[src/rtl/weno5_pkg.sv]
`timescale 1ns / 1ps
package weno5_pkg;

	localparam logic [4:0] OP_NONE = 5'd0;
	localparam logic [4:0] OP_LOAD = 5'd1;
	localparam logic [4:0] OP_SQ1  = 5'd2;
	localparam logic [4:0] OP_SQ2  = 5'd3;
	localparam logic [4:0] OP_BDIV = 5'd4;
	localparam logic [4:0] OP_BCAP = 5'd5;
	localparam logic [4:0] OP_MAX  = 5'd6;
	localparam logic [4:0] OP_NORM = 5'd7;
	localparam logic [4:0] OP_RSQ  = 5'd8;
	localparam logic [4:0] OP_ADIV = 5'd9;
	localparam logic [4:0] OP_ACAP = 5'd10;
	localparam logic [4:0] OP_SUM  = 5'd11;
	localparam logic [4:0] OP_ODIV = 5'd12;
	localparam logic [4:0] OP_OMUL = 5'd13;
	localparam logic [4:0] OP_ACC  = 5'd14;
	localparam logic [4:0] OP_FDIV = 5'd15;
	localparam logic [4:0] OP_FCAP = 5'd16;
	localparam logic [4:0] OP_OUT  = 5'd17;

	localparam logic [63:0] MAX64     = 64'hFFFF_FFFF_FFFF_FFFF;
	localparam logic [31:0] EPS_RESET = 32'd4295;
	localparam logic        REG_EPSILON = 1'b0;

	typedef struct packed {
		logic [4:0] op;
		logic [1:0] k;
		logic       sel;
	} cmd_t;

	typedef struct packed {
		logic div_busy;
		logic norm_more;
	} sts_t;

	function automatic logic [63:0] alpha_num(input logic [1:0] k);
		case (k)
			2'd0: alpha_num = 64'd1 << 60;
			2'd1: alpha_num = 64'd6 << 60;
			2'd2: alpha_num = 64'd3 << 60;
			default: alpha_num = '0;
		endcase
	endfunction

endpackage

[src/rtl/weno5_ctrl.sv]
`timescale 1ns / 1ps
module weno5_ctrl (
	input  logic             clk,
	input  logic             arst_n,
	input  logic             in_valid,
	input  logic             line_start,
	input  logic             out_stall,
	input  weno5_pkg::sts_t  sts,
	output weno5_pkg::cmd_t  cmd,
	output logic             in_stall,
	output logic             out_valid
);
	import weno5_pkg::*;

	localparam logic [4:0] S_IDLE  = 5'd0;
	localparam logic [4:0] S_SQ1   = 5'd1;
	localparam logic [4:0] S_SQ2   = 5'd2;
	localparam logic [4:0] S_BDIV  = 5'd3;
	localparam logic [4:0] S_BWAIT = 5'd4;
	localparam logic [4:0] S_BCAP  = 5'd5;
	localparam logic [4:0] S_MAX   = 5'd6;
	localparam logic [4:0] S_NORMS = 5'd7;
	localparam logic [4:0] S_RSQ   = 5'd8;
	localparam logic [4:0] S_ADIV  = 5'd9;
	localparam logic [4:0] S_AWAIT = 5'd10;
	localparam logic [4:0] S_ACAP  = 5'd11;
	localparam logic [4:0] S_SUM   = 5'd12;
	localparam logic [4:0] S_NORMT = 5'd13;
	localparam logic [4:0] S_ODIV  = 5'd14;
	localparam logic [4:0] S_OWAIT = 5'd15;
	localparam logic [4:0] S_OMUL  = 5'd16;
	localparam logic [4:0] S_ACC   = 5'd17;
	localparam logic [4:0] S_FDIV  = 5'd18;
	localparam logic [4:0] S_FWAIT = 5'd19;
	localparam logic [4:0] S_FCAP  = 5'd20;
	localparam logic [4:0] S_OUT   = 5'd21;

	logic [4:0] state_q, state_d;
	logic [1:0] k_q, k_d;
	logic       sel_q, sel_d;
	logic [2:0] fill_q, fill_d, base, nf;
	logic       ov_q, ov_d;

	assign base = line_start ? 3'd0 : fill_q;
	assign nf = (base < 3'd6) ? base + 3'd1 : 3'd6;

	always_comb begin
		state_d = state_q;
		k_d = k_q;
		sel_d = sel_q;
		fill_d = fill_q;
		ov_d = ov_q & out_stall;
		cmd.op = OP_NONE;
		cmd.k = k_q;
		cmd.sel = sel_q;
		case (state_q)
			S_IDLE: begin
				if (in_valid) begin
					cmd.op = OP_LOAD;
					fill_d = nf;
					if (nf == 3'd6) begin
						state_d = S_SQ1;
						k_d = 2'd0;
						sel_d = 1'b0;
					end
				end
			end
			S_SQ1: begin cmd.op = OP_SQ1; state_d = S_SQ2; end
			S_SQ2: begin cmd.op = OP_SQ2; state_d = S_BDIV; end
			S_BDIV: begin cmd.op = OP_BDIV; state_d = S_BWAIT; end
			S_BWAIT: if (!sts.div_busy) state_d = S_BCAP;
			S_BCAP: begin
				cmd.op = OP_BCAP;
				if (k_q == 2'd2) begin
					state_d = S_MAX;
					k_d = 2'd0;
				end else begin
					state_d = S_SQ1;
					k_d = k_q + 2'd1;
				end
			end
			S_MAX: begin cmd.op = OP_MAX; state_d = S_NORMS; end
			S_NORMS: begin
				if (sts.norm_more) cmd.op = OP_NORM;
				else state_d = S_RSQ;
			end
			S_RSQ: begin cmd.op = OP_RSQ; state_d = S_ADIV; end
			S_ADIV: begin cmd.op = OP_ADIV; state_d = S_AWAIT; end
			S_AWAIT: if (!sts.div_busy) state_d = S_ACAP;
			S_ACAP: begin
				cmd.op = OP_ACAP;
				if (k_q == 2'd2) begin
					state_d = S_SUM;
					k_d = 2'd0;
				end else begin
					state_d = S_RSQ;
					k_d = k_q + 2'd1;
				end
			end
			S_SUM: begin cmd.op = OP_SUM; state_d = S_NORMT; end
			S_NORMT: begin
				if (sts.norm_more) cmd.op = OP_NORM;
				else state_d = S_ODIV;
			end
			S_ODIV: begin cmd.op = OP_ODIV; state_d = S_OWAIT; end
			S_OWAIT: if (!sts.div_busy) state_d = S_OMUL;
			S_OMUL: begin cmd.op = OP_OMUL; state_d = S_ACC; end
			S_ACC: begin
				cmd.op = OP_ACC;
				if (k_q == 2'd2) begin
					state_d = S_FDIV;
					k_d = 2'd0;
				end else begin
					state_d = S_ODIV;
					k_d = k_q + 2'd1;
				end
			end
			S_FDIV: begin cmd.op = OP_FDIV; state_d = S_FWAIT; end
			S_FWAIT: if (!sts.div_busy) state_d = S_FCAP;
			S_FCAP: begin
				cmd.op = OP_FCAP;
				if (!sel_q) begin
					state_d = S_SQ1;
					sel_d = 1'b1;
					k_d = 2'd0;
				end else begin
					state_d = S_OUT;
				end
			end
			S_OUT: begin
				if (!ov_q || !out_stall) begin
					cmd.op = OP_OUT;
					ov_d = 1'b1;
					state_d = S_IDLE;
				end
			end
			default: state_d = S_IDLE;
		endcase
	end

	always_ff @(posedge clk or negedge arst_n) begin
		if (!arst_n) begin
			state_q <= S_IDLE;
			k_q <= '0;
			sel_q <= 1'b0;
			fill_q <= '0;
			ov_q <= 1'b0;
		end else begin
			state_q <= state_d;
			k_q <= k_d;
			sel_q <= sel_d;
			fill_q <= fill_d;
			ov_q <= ov_d;
		end
	end

	assign in_stall = (state_q != S_IDLE);
	assign out_valid = ov_q;

endmodule

[config.mk]
export PLATFORM = sky130hd
export DESIGN_NAME = weno5_ctrl
export DESIGN_NICKNAME = d
export VERILOG_FILES = /design/src/rtl/weno5_pkg.sv /design/src/rtl/weno5_ctrl.sv
export SDC_FILE = /design/constraint.sdc
export NUM_CORES = 1
export LEC_CHECK = 0
export BUFFER_PORTS_ARGS = -buffer_cell sky130_fd_sc_hd__buf_2
export CORE_MARGIN = 8
export CORE_UTILIZATION = 56
export CTS_CLUSTER_SIZE = 25
export DETAILED_ROUTE_END_ITERATION = 16
export GPL_ROUTABILITY_DRIVEN = 0
export PLACE_DENSITY_LB_ADDON = 0.08
export SYNTH_ARGS = -nofsm -noshare
export SYNTH_HDL_FRONTEND = slang
export SYNTH_SLANG_ARGS = --single-unit
[constraint.sdc]
create_clock -name clk -period 2.3 [get_ports clk]
set_input_delay 0.115 -clock clk [delete_from_list [all_inputs] [get_ports clk]]
set_output_delay 0.115 -clock clk [all_outputs]
set_load 0.01 [all_outputs]
==> flow_metrics.env, run 1 <==
export IMPL_min_path_type="in -> reg"
export IMPL_fin_tns_setup_ns=0
export IMPL_cp_required_ns=2.18
export IMPL_post_drt_via_cell_ratio=6.320
export IMPL_leakagePower_nw=0.5652
export IMPL_period_share_pct=89.23
export IMPL_powerDensity_nw_per_um2=1469
export IMPL_rows=16
export IMPL_cp_cell_sequence="buf_4 > a21oi_1 > a311oi_1 > a21oi_1 > o221ai_1 > buf_2"
export IMPL_final_max_slew_violation_count=0
export IMPL_setup_viol=0
export IMPL_synth_seq_cells=12
export IMPL_die_width_um=60.97
export IMPL_coreArea_um2=1942
export IMPL_syn_avg_cell_area_um2=8.388
export IMPL_crit_top_cell="a21oi_1"
export IMPL_p_sw_mw=0.9483
export IMPL_cts_buffers=3
export IMPL_pin_count=17
export IMPL_cp_end_kind="output port"
export IMPL_rsz0062_at_grt="false"
export IMPL_synth_edf_count=0
export IMPL_fmax_mhz=487.2
export IMPL_overflow=0
export IMPL_switching_share_pct=49.72
export IMPL_syn_to_final_growth_pct=14.70
export IMPL_placed_cells=176
export IMPL_drt_pass1_iter_count=5
export IMPL_final_cells=181
export IMPL_critPathSlowestCell="dfrtp_1"
export IMPL_power_share_clock_pct=8.7
export IMPL_drive_above_1_share_pct=25.32
export IMPL_antennaDiodeCount=0
export IMPL_die_h_um=60.97
export IMPL_status="finished clean"
export IMPL_slew_headroom_pct=62.38
export IMPL_die_area_um2=3717
export IMPL_synth_cell_area_um2=1132
export IMPL_routed_wl_um=2980
export IMPL_critPathMaxFanout=12
export IMPL_cts_sink_count=12
export IMPL_fin_worst_skew_ns=0.003327
export IMPL_initial_core_util_pct=58.31
export IMPL_setup_ws_ns=0.2477
export IMPL_synth_cells=135
export IMPL_finalCriticalPeriod_ns=2.052
export IMPL_finalHoldViolCount=0
export IMPL_root_buffer="clkbuf_4"
export IMPL_h_tree_depth=1
export IMPL_track_usage_pct=18.47
export IMPL_tritoncts="built"
export IMPL_synth_async_reset_ratio_pct=100.0
export IMPL_synthesis_nets=143
export IMPL_yosys_warnings=0
export IMPL_internal_power_mw=0.9591
export IMPL_drtAntennaViolNets=0
export IMPL_worst_slew_pin_slew_ns=0.5643
export IMPL_num_vias=1144
export IMPL_p_comb_share_pct=64.5
export IMPL_post_cts_buffers=0
export IMPL_cap_violations=0
export IMPL_fillers=167
export IMPL_drt_iter0_markers=61
export IMPL_cts_buffer_depth=2
export IMPL_portBuffers=16
export IMPL_final_nets=163
export IMPL_drc_errors=0
export IMPL_seqCellArea_um2=301.5
export IMPL_path_buf_inv=2
export IMPL_grt_pass1_wl_um=5195
export IMPL_clock_latency_ns=0.28
export IMPL_max_stage_delay_ns=0.62
export IMPL_path_clk_slew_ns=0.07
export IMPL_dp_hpwl_um=2260
export IMPL_place_ws_ns=0.3678
export IMPL_yosysUniqueCellTypes=47
export IMPL_post_drt_wl_per_cell_um=16.46
export IMPL_startpoint_type="register"
export IMPL_multi_input_area_um2=743.2
export IMPL_power_mw=1.907
export IMPL_ir_worst_vdd_v=0.0009577
export IMPL_path_class="reg -> out"
export IMPL_ys_flop_type="dfrtp_1"
export IMPL_crit_arrival_ns=1.94
export IMPL_grt_pass1_vias=1126
export IMPL_ys_seq_area_share_pct=26.52
export IMPL_grt_max_degree=17
export IMPL_path_delay_family="flip-flops"
export IMPL_antenna_found_initial=0
export IMPL_power_frac_seq_pct=26.7
[routing by layer]
| metal | vias to the layer above | track usage (%) | wire length [µm] |
|---|---|---|---|
| li1 | 548 | - | - |
| met1 | 549 | 22.96 | 1256 |
| met2 | 42 | 29.71 | 1463 |
| met3 | 5 | 5.720 | 235 |
| met4 | 0 | 5.316 | 23 |
| met5 | - | 0 | 0 |
[layout make-up]
type	instances	share of cell area (%)
Sequential cell	12	23.22
Inverter	9	2.601
Timing Repair Buffer	25	11.56
Multi-Input combinational cell	104	57.23
Clock buffer	4	2.794
Tap cell	27	2.601
[power groups by stage]
stage	logic, mW	registers (mW)	clock network, mW
CTS	1.23	0.499	0.172
floorplan	0.978	0.395	0
global placement	1.21	0.494	0
detailed placement	1.22	0.502	0
global route	1.36	0.525	0.187
finish	1.23	0.510	0.166
[timing repair]
item                                    4_1_cts  5_1_grt
resized for setup                             0        1
endpoints found under the setup margin        0        2
hold buffers                                  1        0
endpoints found under the hold margin        12        0
[path summary, 6_finish.rpt]
kind | startpoint | end | slack [ns] | depth (start not counted)
worst max-delay path | state_q[1] | cmd[5] | 0.25 | 6
worst min-delay path | in_valid | fill_q[2] | 0.07 | 2
worst max register to register | fill_q[0] | state_q[2] | 0.35 | 7
worst min register to register | fill_q[0] | fill_q[0] | 0.52 | 1
max in group asynchronous | arst_n | state_q[3] | 1.82 | 2
min in group asynchronous | arst_n | fill_q[2] | 0.24 | 2
[logic make-up (layout without fill, tap and decap cells)]
logic type	Yosys count	in the layout	synth area share [%]
AO/OA/AOI/OAI	50	50	33.04
AND/OR/NAND/NOR	42	42	21.77
buffers and inverters	19	38	7.845
flip-flops	12	12	26.52
multiplexers	7	7	6.630
XOR/XNOR	4	4	3.094
adder cells (fa/ha/maj)	1	1	1.105
[cell usage after synthesis (all sizes together) (2+ instances only)]
cell | n | area (µm²)
a31o | 2 | 17.52
nand4 | 2 | 12.51
nor2b | 3 | 18.77
o22ai | 2 | 12.51
dfrtp | 12 | 300.3
nand2b | 4 | 25.02
a21oi | 12 | 63.81
nor3b | 2 | 31.28
a22oi | 2 | 15.01
inv | 9 | 33.78
nand3 | 2 | 10.01
clkbuf | 2 | 7.510
buf | 8 | 47.54
a31oi | 3 | 18.77
o21ai | 7 | 38.79
o211ai | 4 | 43.79
nor3 | 5 | 25.02
a32oi | 2 | 17.52
mux2i | 6 | 60.06
nand2 | 9 | 33.78
nor2 | 9 | 33.78
a311oi | 5 | 43.79
xor2 | 4 | 35.03
[per-stage QoR]
stage / util, % / hold WS (ns) / cell area, µm²
after floorplan: - / -0.1806 / 1132
after global placement: 64.43 / 0.009467 / 1251
after detailed placement: 64.43 / 0.006284 / 1251
after CTS: 66.82 / 0.06186 / 1297
after global routing: 66.88 / 0.07063 / 1299
final: 66.88 / 0.06709 / 1299
[layout by cell type (no fill, tap or decap), types with 2 or more instances in the layout]
cell type  instances
mux2i_1            6
clkbuf_4           3
a32oi_1            2
o21ai_0            6
buf_4              8
a31o_2             2
buf_2             16
nor2_1             9
nand2b_1           4
nand3_1            2
nor2b_1            3
a31oi_1            3
inv_1              9
o211ai_1           3
dfrtp_1           11
o22ai_1            2
nand2_1            9
a311oi_1           5
xor2_1             4
a22oi_1            2
a21oi_1           11
nand4_1            2
nor3_1             5
[state kept, by name, indices dropped and copies added (netlist names)]
signal	flops
k_q	2
out_valid	1
sel_q	1
state_q	5
fill_q	3
(Power assumes the default switching activity.)
==> run 2, diff against run 1 <==
--- a/config.mk
+++ b/config.mk
@@ -5,6 +5,7 @@
 export SDC_FILE = /design/constraint.sdc
 export NUM_CORES = 1
 export LEC_CHECK = 0
+export ABC_AREA = 1
 export BUFFER_PORTS_ARGS = -buffer_cell sky130_fd_sc_hd__buf_2
 export CORE_MARGIN = 8
 export CORE_UTILIZATION = 56
==> flow_metrics.env, run 2 <==
export IMPL_status="finished clean"
export IMPL_drt_pass1_iter_count=5
export IMPL_synth_top_area_share_pct=26.00
export IMPL_hp_start="out_stall"
export IMPL_seqCellArea_um2=300.3
export IMPL_syn_to_final_growth_pct=9.426
export IMPL_cts_hold_buf=1
export IMPL_synth_cell_area_um2=1155
export IMPL_yosys_mux_area_fraction_pct=1.300
export IMPL_power_mw=1.443
export IMPL_synth_commonest_cells="nand2_1 (58), nor2_1 (28), inv_1 (17), nand3_1 (17), dfrtp_1 (12)"
export IMPL_fmax_mhz=498.5
export IMPL_cp_end_kind="output port"
export IMPL_min_path_type="in -> reg"
export IMPL_final_nets=213
export IMPL_cp_cell_sequence="inv_1 > nor2_1 > nand3_1 > nand2_1 > nor3b_1 > nand4_1 > buf_2"
export IMPL_synth_edf_count=0
export IMPL_rsz0062_at_grt="false"
export IMPL_critPathSlowestCell="dfrtp_1"
export IMPL_synth_async_reset_ratio_pct=100.0
export IMPL_synth_cells=187
export IMPL_ys_flop_type="dfrtp_1"
export IMPL_root_buffer="clkbuf_4"
export IMPL_cap_violations=0
export IMPL_place_ws_ns=0.5977
export IMPL_critPathMaxFanout=8
export IMPL_fin_worst_skew_ns=0.003533
export IMPL_multi_input_area_um2=734.5
export IMPL_period_share_pct=87.22
export IMPL_synth_top_cells_by_area="dfrtp_1 (26%), nand2_1 (19%), nor2_1 (9.1%), nand3_1 (7.4%), inv_1 (5.5%)"
export IMPL_yosys_warnings=0
export IMPL_finalCriticalPeriod_ns=2.006
export IMPL_drtAntennaViolNets=0
export IMPL_path_class="reg -> out"
export IMPL_drive_above_1_share_pct=20.20
export IMPL_overflow=0
export IMPL_syn_avg_cell_area_um2=6.176
export IMPL_synth_simple_area_share_pct=51.14
export IMPL_drc_errors=0
export IMPL_drt_iter0_markers=100
export IMPL_fillers=200
export IMPL_cts_sink_count=12
export IMPL_clock_latency_ns=0.27
export IMPL_tritoncts="built"
export IMPL_powerDensity_nw_per_um2=1142
export IMPL_die_width_um=61.41
export IMPL_crit_arrival_ns=1.89
export IMPL_pin_count=17
export IMPL_antenna_found_initial=0
export IMPL_worst_slew_pin_slew_ns=0.4737
export IMPL_setup_ws_ns=0.2939
export IMPL_cts_buffers=3
export IMPL_synth_most_common_cell="nand2_1"
export IMPL_leakagePower_nw=0.7384
export IMPL_final_max_slew_violation_count=0
export IMPL_grt_max_degree=13
export IMPL_yosysUniqueCellTypes=25
export IMPL_synth_compound_area_share_pct=10.08
export IMPL_synth_seq_cells=12
export IMPL_largest_reg_flops=5
export IMPL_startpoint_type="register"
export IMPL_crit_reg2reg_launch="state_q[4]"
export IMPL_synth_xor_area_share_pct=0
export IMPL_final_cells=230
export IMPL_die_h_um=61.41
export IMPL_dp_hpwl_um=2401
export IMPL_fin_tns_setup_ns=0
export IMPL_ir_worst_vdd_v=0.0006522
export IMPL_max_stage_delay_ns=0.49
export IMPL_grt_pass1_wl_um=5037
export IMPL_post_cts_buffers=0
export IMPL_cp_required_ns=2.18
export IMPL_setup_viol=0
export IMPL_routed_wl_um=3071
export IMPL_synth_top_family_by_area="simple AND/OR/NAND/NOR gates"
export IMPL_track_usage_pct=17.78
export IMPL_post_drt_wl_per_cell_um=13.35
export IMPL_placed_cells=226
export IMPL_cts_buffer_depth=2
export IMPL_yosys_area_top_type="dfrtp_1"
export IMPL_coreArea_um2=1962
export IMPL_die_area_um2=3771
export IMPL_initial_core_util_pct=58.86
export IMPL_rows=16
export IMPL_path_clk_slew_ns=0.07
export IMPL_yosys_area_share_adder_pct=1.083
export IMPL_ctsResizeCount=0
export IMPL_slew_headroom_pct=68.42
export IMPL_ys_seq_area_share_pct=26.00
export IMPL_post_drt_via_cell_ratio=5.591
export IMPL_portBuffers=16
export IMPL_final_common_cell="nand2_1"
export IMPL_largest_registers="state_q x5, fill_q x3, k_q x2"
export IMPL_regMostFlops="state_q"
export IMPL_synthesis_nets=195
export IMPL_num_vias=1286
export IMPL_finalHoldViolCount=0
export IMPL_grt_pass1_vias=1138
export IMPL_cp_startpoint="state_q[0]"
export IMPL_layout_common_cells="nand2_1 (58), nor2_1 (28), nand3_1 (17), inv_1 (17), buf_2 (16)"
export IMPL_antennaDiodeCount=0
export IMPL_fin_util_pct=64.41
export IMPL_h_tree_depth=1
-- run 2: worst paths after layout --
check | to | slack (ns) | depth (start not counted)
setup / recovery | cmd[5] | 0.29 | 7
hold / removal | out_valid | 0.07 | 3
setup reg to reg | state_q[4] | 0.55 | 9
hold reg to reg | out_valid | 0.50 | 2
max in group asynchronous | state_q[1] | 1.82 | 2
min in group asynchronous | fill_q[1] | 0.26 | 2
-- run 2: report_power, final --
group | switching, mW | total (mW) | internal (mW)
combinational | 0.590 | 0.917 | 0.327
sequential | 0.114 | 0.402 | 0.288
clock | 0.0628 | 0.123 | 0.0606
total | 0.767 | 1.44 | 0.676
-- run 2: cells by family (layout without fill, tap and decap cells) --
group | after synthesis | count (layout)
flops | 12 | 12
buf+inv | 26 | 42
fa+ha+maj | 1 | 1
mux | 1 | 1
simple gates | 127 | 127
compound gates | 20 | 20
-- run 2: final cells by class --
type                            instances  share of cell area [%]
Multi-Input combinational cell        149                   58.12
Sequential cell                        12                   23.76
Timing Repair Buffer                   17                   7.129
Inverter                               22                   6.535
Tap cell                               27                   2.673
Clock buffer                            3                   1.782
-- run 2: routing by layer --
| metal | up-vias | track usage (%) | share of wire [%] |
|---|---|---|---|
| met5 | - | 0 | 0 |
| met4 | 0 | 6.494 | 1.5 |
| met3 | 6 | 5.219 | 9.7 |
| met2 | 70 | 29.25 | 49 |
| met1 | 577 | 21.32 | 39 |
| li1 | 633 | - | - |
-- run 2: through the flow --
stage               area, µm²  hold slack (ns)
finish                   1264          0.07202
detailed placement       1231         0.003097
floorplan                1155          -0.1806
global route             1264           0.1065
global placement         1231         0.001139
CTS                      1264          0.06771
-- run 2: worst max-delay path: cells and delay by family, from the launching register on --
kind                   cells  cell delay [ns]
and+or+nand+nor            5             0.83
DFF                        1             0.49
buffers and inverters      2             0.29
==> run 3, diff against run 2 <==
--- a/config.mk
+++ b/config.mk
@@ -12,7 +12,7 @@
 export CTS_CLUSTER_SIZE = 25
 export DETAILED_ROUTE_END_ITERATION = 16
 export GPL_ROUTABILITY_DRIVEN = 0
-export PLACE_DENSITY_LB_ADDON = 0.08
+export PLACE_DENSITY = 0.8
 export SYNTH_ARGS = -nofsm -noshare
 export SYNTH_HDL_FRONTEND = slang
 export SYNTH_SLANG_ARGS = --single-unit
==> flow_metrics.env, run 3 (synthesis results as in run 2) <==
export IMPL_status="finished clean"
export IMPL_period_share_pct=85.42
export IMPL_initial_core_util_pct=58.86
export IMPL_rows=16
export IMPL_cp_required_ns=2.18
export IMPL_crit_end="cmd[6]"
export IMPL_dp_hpwl_um=2328
export IMPL_worst_slew_pin_slew_ns=0.4283
export IMPL_grt_pass1_vias=1209
export IMPL_cp_startpoint="state_q[0]"
export IMPL_clock_latency_ns=0.28
export IMPL_die_width_um=61.41
export IMPL_drt_iter0_markers=75
export IMPL_top_usage_layer="met2"
export IMPL_h_tree_depth=1
export IMPL_slew_headroom_pct=71.44
export IMPL_cts_sink_count=12
export IMPL_finalHoldViolCount=0
export IMPL_die_h_um=61.41
export IMPL_num_vias=1281
export IMPL_ff2ff_path_depth=9
export IMPL_setup_viol=0
export IMPL_largest_registers="state_q x5, fill_q x3, k_q x2"
export IMPL_min_path_type="in -> reg"
export IMPL_leakagePower_nw=0.7456
export IMPL_final_max_slew_violation_count=0
export IMPL_cp_end_kind="output port"
export IMPL_post_drt_wl_per_cell_um=12.84
export IMPL_largest_reg_flops=5
export IMPL_die_area_um2=3771
export IMPL_track_usage_pct=17.52
export IMPL_cap_violations=0
export IMPL_finalCriticalPeriod_ns=1.965
export IMPL_tritoncts="built"
export IMPL_cts_buffers=3
export IMPL_timing_rr_end="state_q[4]"
export IMPL_rsz0062_at_grt="false"
export IMPL_startpoint_type="register"
export IMPL_fin_tns_setup_ns=0
export IMPL_final_cells=231
export IMPL_ctsResizeCount=0
export IMPL_place_area_um2=1231
export IMPL_fmax_mhz=509.0
export IMPL_crit_reg2reg_launch="state_q[4]"
export IMPL_antenna_found_initial=0
export IMPL_fin_worst_skew_ns=0.001001
export IMPL_grt_use_met3_pct=2.923
export IMPL_critPathMaxFanout=8
export IMPL_path_class="reg -> out"
export IMPL_syn_to_final_growth_pct=10.62
export IMPL_antennaDiodeCount=0
export IMPL_root_buffer="clkbuf_4"
export IMPL_drtAntennaViolNets=0
export IMPL_drc_errors=0
export IMPL_ir_worst_vdd_v=0.0006231
export IMPL_cts_buffer_depth=2
export IMPL_routed_wl_um=2965
export IMPL_met2_usage_pct=27.61
export IMPL_grt_max_degree=13
export IMPL_final_common_cell="nand2_1"
export IMPL_rrSetupSlack_ns=0.56
export IMPL_overflow=0
export IMPL_regMostFlops="state_q"
export IMPL_finish_instance_area_um2=1277
export IMPL_layout_common_cells="nand2_1 (58), nor2_1 (28), nand3_1 (17), inv_1 (17), buf_2 (16)"
export IMPL_crit_arrival_ns=1.85
export IMPL_powerDensity_nw_per_um2=1169
export IMPL_drt_pass1_iter_count=4
export IMPL_grt_pass1_wl_um=5078
export IMPL_post_drt_via_cell_ratio=5.545
export IMPL_final_nets=213
export IMPL_met1_usage_pct=23.01
export IMPL_path_clk_slew_ns=0.08
export IMPL_portBuffers=16
export IMPL_drive_above_1_share_pct=20.59
export IMPL_pin_count=17
export IMPL_coreArea_um2=1962
export IMPL_placed_cells=226
[run 3: where the power goes]
| group | internal [mW] | switching (mW) |
|---|---|---|
| Sequential | 0.288 | 0.105 |
| Combinational | 0.328 | 0.595 |
| Clock | 0.0964 | 0.0822 |
[run 3: cell type report]
type / count / area [µm²]
inverters: 22 / 82.58
fillers: 205 / 684.4
clock buffers: 4 / 36.28
repair buffers: 17 / 90.09
multi-input cells: 149 / 734.5
well taps: 27 / 33.78
flip-flops and latches: 12 / 300.3
[run 3: how the worst min path moves through the flow]
| stage | from | endpoint | slack, ns | cells past startpoint |
|---|---|---|---|---|
| floorplan | arst_n | fill_q[0] | -0.18 | 0 |
| global placement | arst_n | state_q[1] | 0.01 | 1 |
| detailed placement | arst_n | state_q[1] | 0.02 | 1 |
| CTS | out_stall | out_valid | 0.07 | 3 |
| global route | out_stall | out_valid | 0.08 | 3 |
| finish | out_stall | out_valid | 0.07 | 3 |
[run 3: through the flow]
| stage | worst slack, ns | hold slack, ns | util (%) | power [mW] |
|---|---|---|---|---|
| 2_1_floorplan | 0.7951 | -0.1806 | - | 1.101 |
| 3_3_place_gp | 0.6340 | 0.01015 | 62.76 | 1.292 |
| 3_5_place_dp | 0.6287 | 0.01679 | 62.76 | 1.307 |
| 4_1_cts | 0.3741 | 0.07381 | 65.11 | 1.487 |
| 5_1_grt | 0.2430 | 0.07552 | 65.11 | 1.646 |
| 6_report | 0.3353 | 0.07308 | 65.11 | 1.494 |
[run 3: what timing repair did]
item,in CTS,in global routing
buffers inserted,0,0
hold buffers,1,0
endpoints found under the setup margin,0,0
hold endpoints to repair,12,0
[run 3: per-layer routing]
| layer | up-vias | wire length (µm) |
|---|---|---|
| met5 | - | 0 |
| met4 | 0 | 77 |
| met3 | 11 | 284 |
| met2 | 78 | 1309 |
| met1 | 561 | 1294 |
| li1 | 631 | - |
[run 3: worst max-delay path, stage by stage, from the launching register on]
cell      delay, ns
dfrtp_1        0.49
inv_1          0.11
nor2_1         0.06
nand3_1        0.19
nand2_1        0.10
nor3b_1        0.31
o211ai_1       0.13
buf_2          0.16
